==> src/hdl/trpg_pkg.sv <==
package trpg_pkg;

  localparam int unsigned START_PULSES = 4;

  typedef enum logic [1:0] {
    OP_TICK   = 2'd0,
    OP_SINGLE = 2'd1,
    OP_TIMED  = 2'd2
  } op_t;

  typedef enum logic [1:0] {
    REG_HALF_PERIOD = 2'd0,
    REG_CMD_REPEATS = 2'd1,
    REG_END_REPEATS = 2'd2,
    REG_END_PULSES  = 2'd3
  } reg_idx_t;

  localparam logic [15:0] HALF_PERIOD_RST = 16'd500;
  localparam logic [7:0]  CMD_REPEATS_RST = 8'd1;
  localparam logic [7:0]  END_REPEATS_RST = 8'd1;
  localparam logic [6:0]  END_PULSES_RST  = 7'd4;

  typedef struct packed {
    logic signal_level;
    logic power_on;
    logic busy_res;
    logic done_res;
  } res_t;

endpackage

==> src/hdl/toy_remote_pulse_train_generator_top.sv <==
// Toy remote pulse train generator. Send one transaction per microsecond tick
// (operation 0) and a start (1 single burst, 2 timed bursts) when idle; every
// transaction yields exactly one result. An input transaction is taken in the
// cycle it is offered unless stalled, so one transaction per clock is sustained;
// the state update is a single registered pass. A two-entry output buffer
// (result register plus skid register) lets input continue while one result
// waits; input stalls only once both entries hold results. Configuration writes
// take effect on the next clock and should be made while no sequence runs.
module toy_remote_pulse_train_generator_top (
  input  logic        clk,
  input  logic        rst,
  input  logic        cfg_wr_en,
  input  logic [1:0]  cfg_index,
  input  logic [15:0] cfg_data,
  input  logic        in_valid,
  output logic        in_stall,
  input  logic [1:0]  operation,
  input  logic [6:0]  function_pulses,
  input  logic [31:0] duration_us,
  output logic        out_valid,
  input  logic        out_stall,
  output logic        signal_level,
  output logic        power_on,
  output logic        busy_res,
  output logic        done_res
);

  trpg_pkg::res_t res_new;
  trpg_pkg::res_t res_out;
  trpg_pkg::res_t res_skid;
  logic           skid_valid;
  logic           accept;
  logic           out_move;

  assign in_stall = skid_valid;
  assign accept   = in_valid && !skid_valid;
  assign out_move = out_valid && !out_stall;

  trpg_engine u_engine (
    .clk             (clk),
    .rst             (rst),
    .cfg_wr_en       (cfg_wr_en),
    .cfg_index       (cfg_index),
    .cfg_data        (cfg_data),
    .step            (accept),
    .operation       (operation),
    .function_pulses (function_pulses),
    .duration_us     (duration_us),
    .res             (res_new)
  );

  always_ff @(posedge clk) begin
    if (rst) begin
      out_valid  <= 1'b0;
      skid_valid <= 1'b0;
    end else if (skid_valid) begin
      if (out_move) begin
        res_out    <= res_skid;
        skid_valid <= 1'b0;
      end
    end else if (accept) begin
      if (!out_valid || out_move) begin
        res_out   <= res_new;
        out_valid <= 1'b1;
      end else begin
        res_skid   <= res_new;
        skid_valid <= 1'b1;
      end
    end else if (out_move) begin
      out_valid <= 1'b0;
    end
  end

  assign signal_level = res_out.signal_level;
  assign power_on     = res_out.power_on;
  assign busy_res     = res_out.busy_res;
  assign done_res     = res_out.done_res;

endmodule

==> src/hdl/trpg_engine.sv <==
module trpg_engine (
  input  logic               clk,
  input  logic               rst,
  input  logic               cfg_wr_en,
  input  logic [1:0]         cfg_index,
  input  logic [15:0]        cfg_data,
  input  logic               step,
  input  logic [1:0]         operation,
  input  logic [6:0]         function_pulses,
  input  logic [31:0]        duration_us,
  output trpg_pkg::res_t     res
);

  typedef struct packed {
    logic        active;
    logic        timed;
    logic        in_end;
    logic        in_func;
    logic        phase;
    logic [15:0] timer;
    logic [1:0]  hidx;
    logic [6:0]  pidx;
    logic [7:0]  widx;
    logic [6:0]  latched;
    logic [31:0] elapsed;
    logic [31:0] target;
  } st_t;

  st_t st, st_next;

  logic [15:0] half_period_us;
  logic [7:0]  command_word_repeats;
  logic [7:0]  end_word_repeats;
  logic [6:0]  end_code_pulses;

  always_ff @(posedge clk) begin
    if (rst) begin
      half_period_us       <= trpg_pkg::HALF_PERIOD_RST;
      command_word_repeats <= trpg_pkg::CMD_REPEATS_RST;
      end_word_repeats     <= trpg_pkg::END_REPEATS_RST;
      end_code_pulses      <= trpg_pkg::END_PULSES_RST;
    end else if (cfg_wr_en) begin
      unique case (trpg_pkg::reg_idx_t'(cfg_index))
        trpg_pkg::REG_HALF_PERIOD: half_period_us       <= cfg_data;
        trpg_pkg::REG_CMD_REPEATS: command_word_repeats <= cfg_data[7:0];
        trpg_pkg::REG_END_REPEATS: end_word_repeats     <= cfg_data[7:0];
        trpg_pkg::REG_END_PULSES:  end_code_pulses      <= cfg_data[6:0];
        default: ;
      endcase
    end
  end

  always_ff @(posedge clk) begin
    if (rst) begin
      st <= '0;
    end else if (step) begin
      st <= st_next;
    end
  end

  always_comb begin
    logic        fw;
    logic        bw;
    logic        bb;
    logic        chk_end;
    logic        empty;
    logic        more_time;
    logic        done;
    logic [15:0] h;
    logic [1:0]  halves;
    logic [6:0]  cnt;

    st_next   = st;
    fw        = 1'b0;
    bw        = 1'b0;
    bb        = 1'b0;
    chk_end   = 1'b0;
    done      = 1'b0;
    empty     = (command_word_repeats == 8'd0) && (end_word_repeats == 8'd0);
    h         = (half_period_us == 16'd0) ? 16'd1 : half_period_us;
    halves    = (st.phase && !st.in_func) ? 2'd3 : 2'd1;
    cnt       = st.in_end ? end_code_pulses : st.latched;
    more_time = 1'b0;

    if (operation == trpg_pkg::OP_TICK) begin
      if (st.active) begin
        if (st.elapsed != 32'hFFFF_FFFF) begin
          st_next.elapsed = st.elapsed + 32'd1;
        end
        if (({1'b0, st.timer} + 17'd1) >= {1'b0, h}) begin
          st_next.timer = '0;
          st_next.hidx  = st.hidx + 2'd1;
          if (st_next.hidx >= halves) begin
            st_next.hidx = '0;
            if (st.phase) begin
              st_next.phase = 1'b0;
            end else begin
              st_next.pidx = st.pidx + 7'd1;
              if (!st.in_func) begin
                if (st_next.pidx < 7'(trpg_pkg::START_PULSES)) begin
                  st_next.phase = 1'b1;
                end else begin
                  st_next.in_func = 1'b1;
                  st_next.pidx    = '0;
                  if (cnt == 7'd0) fw = 1'b1;
                  else st_next.phase = 1'b1;
                end
              end else if (st_next.pidx >= cnt) begin
                fw = 1'b1;
              end else begin
                st_next.phase = 1'b1;
              end
            end
          end
        end else begin
          st_next.timer = st.timer + 16'd1;
        end
      end
      more_time = st.timed && (st_next.elapsed < st.target);
      if (fw) begin
        st_next.widx = st.widx + 8'd1;
        chk_end      = 1'b1;
        if (!st.in_end) begin
          if (st_next.widx < command_word_repeats) begin
            bw      = 1'b1;
            chk_end = 1'b0;
          end else begin
            st_next.in_end = 1'b1;
            st_next.widx   = '0;
          end
        end
        if (chk_end) begin
          if (st_next.widx < end_word_repeats) begin
            bw = 1'b1;
          end else if (more_time && !empty) begin
            bb = 1'b1;
          end else begin
            if (more_time) begin
              st_next.in_end = 1'b1;
              st_next.widx   = '0;
            end
            st_next.active = 1'b0;
            done           = 1'b1;
          end
        end
      end
      if (bb) begin
        st_next.in_end = (command_word_repeats == 8'd0);
        st_next.widx   = '0;
        bw             = 1'b1;
      end
    end else if ((operation == trpg_pkg::OP_SINGLE || operation == trpg_pkg::OP_TIMED)
                 && !st.active) begin
      st_next.timed   = (operation == trpg_pkg::OP_TIMED);
      st_next.latched = function_pulses;
      st_next.target  = duration_us;
      st_next.elapsed = '0;
      if (st_next.timed && duration_us == 32'd0) begin
        st_next.active = 1'b0;
        done           = 1'b1;
      end else begin
        st_next.in_end = (command_word_repeats == 8'd0);
        st_next.widx   = '0;
        if (empty) begin
          st_next.active = 1'b0;
          done           = 1'b1;
        end else begin
          st_next.active = 1'b1;
          bw             = 1'b1;
        end
      end
    end

    if (bw) begin
      st_next.in_func = 1'b0;
      st_next.pidx    = '0;
      st_next.phase   = 1'b1;
      st_next.timer   = '0;
      st_next.hidx    = '0;
    end

    if (operation == trpg_pkg::OP_TICK) begin
      res.signal_level = st.active && st.phase;
      res.power_on     = st.active;
      res.busy_res     = st.active;
    end else begin
      res.signal_level = st_next.active && st_next.phase;
      res.power_on     = st_next.active;
      res.busy_res     = st_next.active;
    end
    res.done_res = done;
  end

endmodule

==> config.mk <==
export PLATFORM = sky130hd
export DESIGN_NAME = toy_remote_pulse_train_generator_top
export DESIGN_NICKNAME = d
export VERILOG_FILES = /design/src/hdl/trpg_pkg.sv /design/src/hdl/toy_remote_pulse_train_generator_top.sv /design/src/hdl/trpg_engine.sv
export SDC_FILE = /design/constraint.sdc
export NUM_CORES = 1
export LEC_CHECK = 0
export ABC_AREA = 1
export BUFFER_PORTS_ARGS = -buffer_cell sky130_fd_sc_hd__buf_2
export CAP_MARGIN = 30
export CORE_MARGIN = 4
export CORE_UTILIZATION = 40
export DETAILED_ROUTE_END_ITERATION = 6
export PLACE_DENSITY_LB_ADDON = 0.12
export SLEW_MARGIN = 25
export SYNTH_ARGS = -nofsm -noshare
export SYNTH_HDL_FRONTEND = slang
export SYNTH_SLANG_ARGS = --single-unit
export TNS_END_PERCENT = 10
==> constraint.sdc <==
create_clock -name clk -period 7.9 [get_ports clk]
set_input_delay 0.79 -clock clk [delete_from_list [all_inputs] [get_ports clk]]
set_output_delay 0.79 -clock clk [all_outputs]
set_load 0.03 [all_outputs]
==> key figures <==
Detailed routing
  – Number of vias per cell: 4.93
  – First-iteration detailed-routing DRC count: 525
  – Drt pass-1 iters: 5
  – Drt total wl: 23400 µm
  – Wire per inst: 13.9 µm
  – Remaining DRCs: 0
  – ANT nets after route: 0
  – Vias: 8309

Setup path
  – CP max-delay cell: dfxtp_1
  – Arr. time, crit path: 4.67 ns
  – Crit path max-delay family: simple AND/OR/NAND/NOR gates
  – Crit-path cells: nand2_4 > inv_1 > nand2_1 > nor2_1 > inv_1 > nor3_1 > nand3_1 > nor2_1 > xnor2_1 > inv_1 > ha_1 > nand4_1 > nor3_1 > nor4b_1 > nand2_1 > nand3_2 > nand3_2 > nand2_4 > nand2_4 > nand2_2 > nand2_2 > nand2_1 > nand2_1
  – Worst setup EP type: register
  – CP dominant cell by count: nand2_1
  – CP max stage delay: 0.97 ns
  – WS Path Type: reg2reg
  – Crit-path max FO: 22
  – Worst path bufs/invs: 3
  – Startpoint types: register
  – Req. time, crit path: 8.09 ns

Yosys
  – Synthesis warning total: 0
  – Post-synth EDFFs: 6
  – Top FF cell, synth: dfxtp_1
  – Ys async rst share: 0%
  – Post-synth top area share: 32.3%
  – Register area share after synthesis: 34.2%
  – Post-synthesis cell area: 9300 µm²
  – Top cells by area, synth: dfxtp_1, ha_1, nand2_1, a21oi_1, inv_1
  – Mapped Cells: 1313
  – Synth Net Count: 1451
  – Yosys cell types: 42
  – Syn_area_per_cell: 7.08 µm²
  – Synth area leader: dfxtp_1
  – Synthesis-stage register bit count: 156

Final layout
  – Fin nets: 1497
  – Area delta synth->final: 13.7%
  – # fillers: 2347
  – Ant diodes: 0
  – Share of cells above drive strength 1: 10.5%

STA
  – Final Cycle Share: 56.7%
  – Setup TNS: 0 ns
  – Fmax: 223 MHz
  – Min Hold Slack: 0.452 ns
  – Max-slew violation count: 0
  – Worst Max-Slew Pin Slew: 0.999 ns
  – RSZ-0062 raised after global routing: no
  – Setup ws final: 3.42 ns
  – Minimum clock period: 4.48 ns
  – Final Skew: 0.0104 ns
  – Setup-failing EPs final: 0
  – Max-slew headroom: 33.3%
  – Final Hold Fails: 0

Clock tree
  – Cts hold-fix bufs: 0
  – Htree depth: 4
  – Reg clk slew, reported paths: 0.07 ns
  – CTS resizes: 0
  – Total CTS buffers: 17
  – CTS tree: done
  – Root buf cell: clkbuf_16
  – # Post-CTS Setup Buffers: 0
  – Clk sinks: 156
  – CTS Buffer Depth: 2
  – Clock Latency Late Sink: 0.42 ns

Floorplan
  – Die W: 160 µm
  – Total Die Area: 25700 µm²
  – Initial cell density of the core: 40.8%
  – Core Rows: 55
  – Core region area: 22800 µm²
  – IO Count: 70
  – Die height: 160 µm

Global routing
  – Met3 Use GR: 3.52%
  – Initial antenna violation count: 0
  – GRT busiest layer: met2
  – Vias in the first global route: 7988
  – Met2 Use GR: 31.3%
  – Total grt overflow: 0
  – Largest net degree at the start of global routing: 109
  – Global-route wire length before repair: 39100 µm
  – GRT met1 Usage: 23.3%
  – All-Layer GR Usage: 18.2%

Power
  – PD cells: 202 nW/µm²
  – Pleak: 0.00462 µW
  – Total power: 2130 µW
  – VDD IR max: 0.000115 V

Placement
  – DP HPWL: 17500 µm
  – I/O Buffers: 69
  – Routability cong.: 0.839
  – Worst slack, placed: 3.44 ns

Job
  – Max capacitance violation total: 0

Min path
  – Min-delay worst type: reg2reg

Outcome
  – Outcome: finished, final reports clean
## cell type report
cell class,count,area [µm²],share of cell area [%]
clock inverters,9,159,1.50
flip-flops and latches,156,3180,30.1
inverters,188,706,6.68
multi-input cells,917,5190,49.1
well taps,313,392,3.71
repair buffers,79,473,4.48
clock buffers,23,468,4.43
## logic make-up (layout without fill, tap and decap cells)
kind of cell             count (synthesis)  after routing  synth area share, %
AO/OA/AOI/OAI                          301            301                 17.2
XOR/XNOR                                51             51                 4.80
buffers and inverters                  240            299                 10.0
flip-flops                             156            156                 34.2
AND/OR/NAND/NOR                        491            491                 23.8
adder cells (fa/ha/maj)                 74             74                 9.96
## state kept, by name, summed over array words and instances (netlist names)
register                       count
signal_level                       1
done_res                           1
u_engine.end_word_repeats          8
u_engine.end_code_pulses           7
power_on                           1
out_valid                          1
u_engine.command_word_repeats      8
res_skid                           3
u_engine.st                      109
u_engine.half_period_us           16
in_stall                           1
## worst paths after layout
| kind | startpoint | to | slack [ns] | depth (start not counted) |
|---|---|---|---|---|
| max | u_engine.st[108] | signal_level | 3.42 | 23 |
| min | u_engine.end_code_pulses[6] | u_engine.end_code_pulses[6] | 0.45 | 2 |
| max reg2reg | u_engine.st[108] | signal_level | 3.42 | 23 |
| min reg2reg | u_engine.end_code_pulses[6] | u_engine.end_code_pulses[6] | 0.45 | 2 |
## synth_stat cells (2+ instances only)
library cell  count
a211oi_1          6
nor3_1           18
xnor2_1          20
o221ai_1          2
nand2_1         243
nor4_1           18
inv_2             4
dfxtp_1         150
buf_2             5
nand4_1          40
o21ai_0         107
edfxtp_1          6
a21oi_1         163
o211ai_1          8
inv_1           183
buf_6             3
nor2_4            3
nand3b_1          4
nand3_1          41
nand2_2           9
xor2_1           31
o21ai_1           4
a31o_2            2
o21a_1            3
nand2_4           5
nand3_2           4
nor2_1          101
ha_1             74
clkbuf_1         43
## worst register-to-register path, stage by stage, from the launching register on
cell and delay, ns:
dfxtp_1 0.97, nand2_4 0.17, inv_1 0.22, nand2_1 0.13, nor2_1 0.25, inv_1 0.10
nor3_1 0.24, nand3_1 0.18, nor2_1 0.15, xnor2_1 0.13, inv_1 0.08, ha_1 0.29
nand4_1 0.12, nor3_1 0.19, nor4b_1 0.25, nand2_1 0.13, nand3_2 0.10, nand3_2 0.10
nand2_4 0.19, nand2_4 0.07, nand2_2 0.05, nand2_2 0.05, nand2_1 0.05, nand2_1 0.04
## placed cells by master (no fill, tap or decap), types with 4 or more instances in the layout
master / netlist / layout
nand2_1: 243 / 243
inv_1: 183 / 182
a21oi_1: 163 / 163
dfxtp_1: 150 / 150
o21ai_0: 107 / 107
nor2_1: 101 / 100
ha_1: 74 / 74
buf_2: 5 / 69
nand3_1: 41 / 41
nand4_1: 40 / 40
xor2_1: 31 / 31
xnor2_1: 20 / 20
nor3_1: 18 / 18
nor4_1: 18 / 18
clkbuf_16: 0 / 17
nand2_2: 9 / 9
o211ai_1: 8 / 8
buf_4: 1 / 7
inv_2: 4 / 6
a211oi_1: 6 / 6
edfxtp_1: 6 / 6
nand2_4: 5 / 5
nand3b_1: 4 / 4
nand3_2: 4 / 4
clkbuf_1: 43 / 4
bufinv_16: 0 / 4
## per-layer routing
layer	wire, µm	share of wire (%)	vias up
met5	0	0	-
met3	753	3.2	24
li1	-	-	4439
met1	11000	47	3720
met4	441	1.9	0
met2	11200	48	126
## through the flow
stage	cells	area, µm²	utilization (%)
finish	1685	10600	46.4
detailed placement	1652	9920	43.5
CTS	1684	10500	46.3
global placement	1650	9860	43.3
global route	1685	10600	46.4
floorplan	1313	9300	-
## where the power goes
group / total, µW / leakage (µW) / switching, µW / internal (µW)
clock network: 881 / 0.000302 / 333 / 548
registers: 871 / 0.00128 / 32.8 / 838
logic: 378 / 0.00304 / 246 / 132
(Power assumes the default switching activity.)
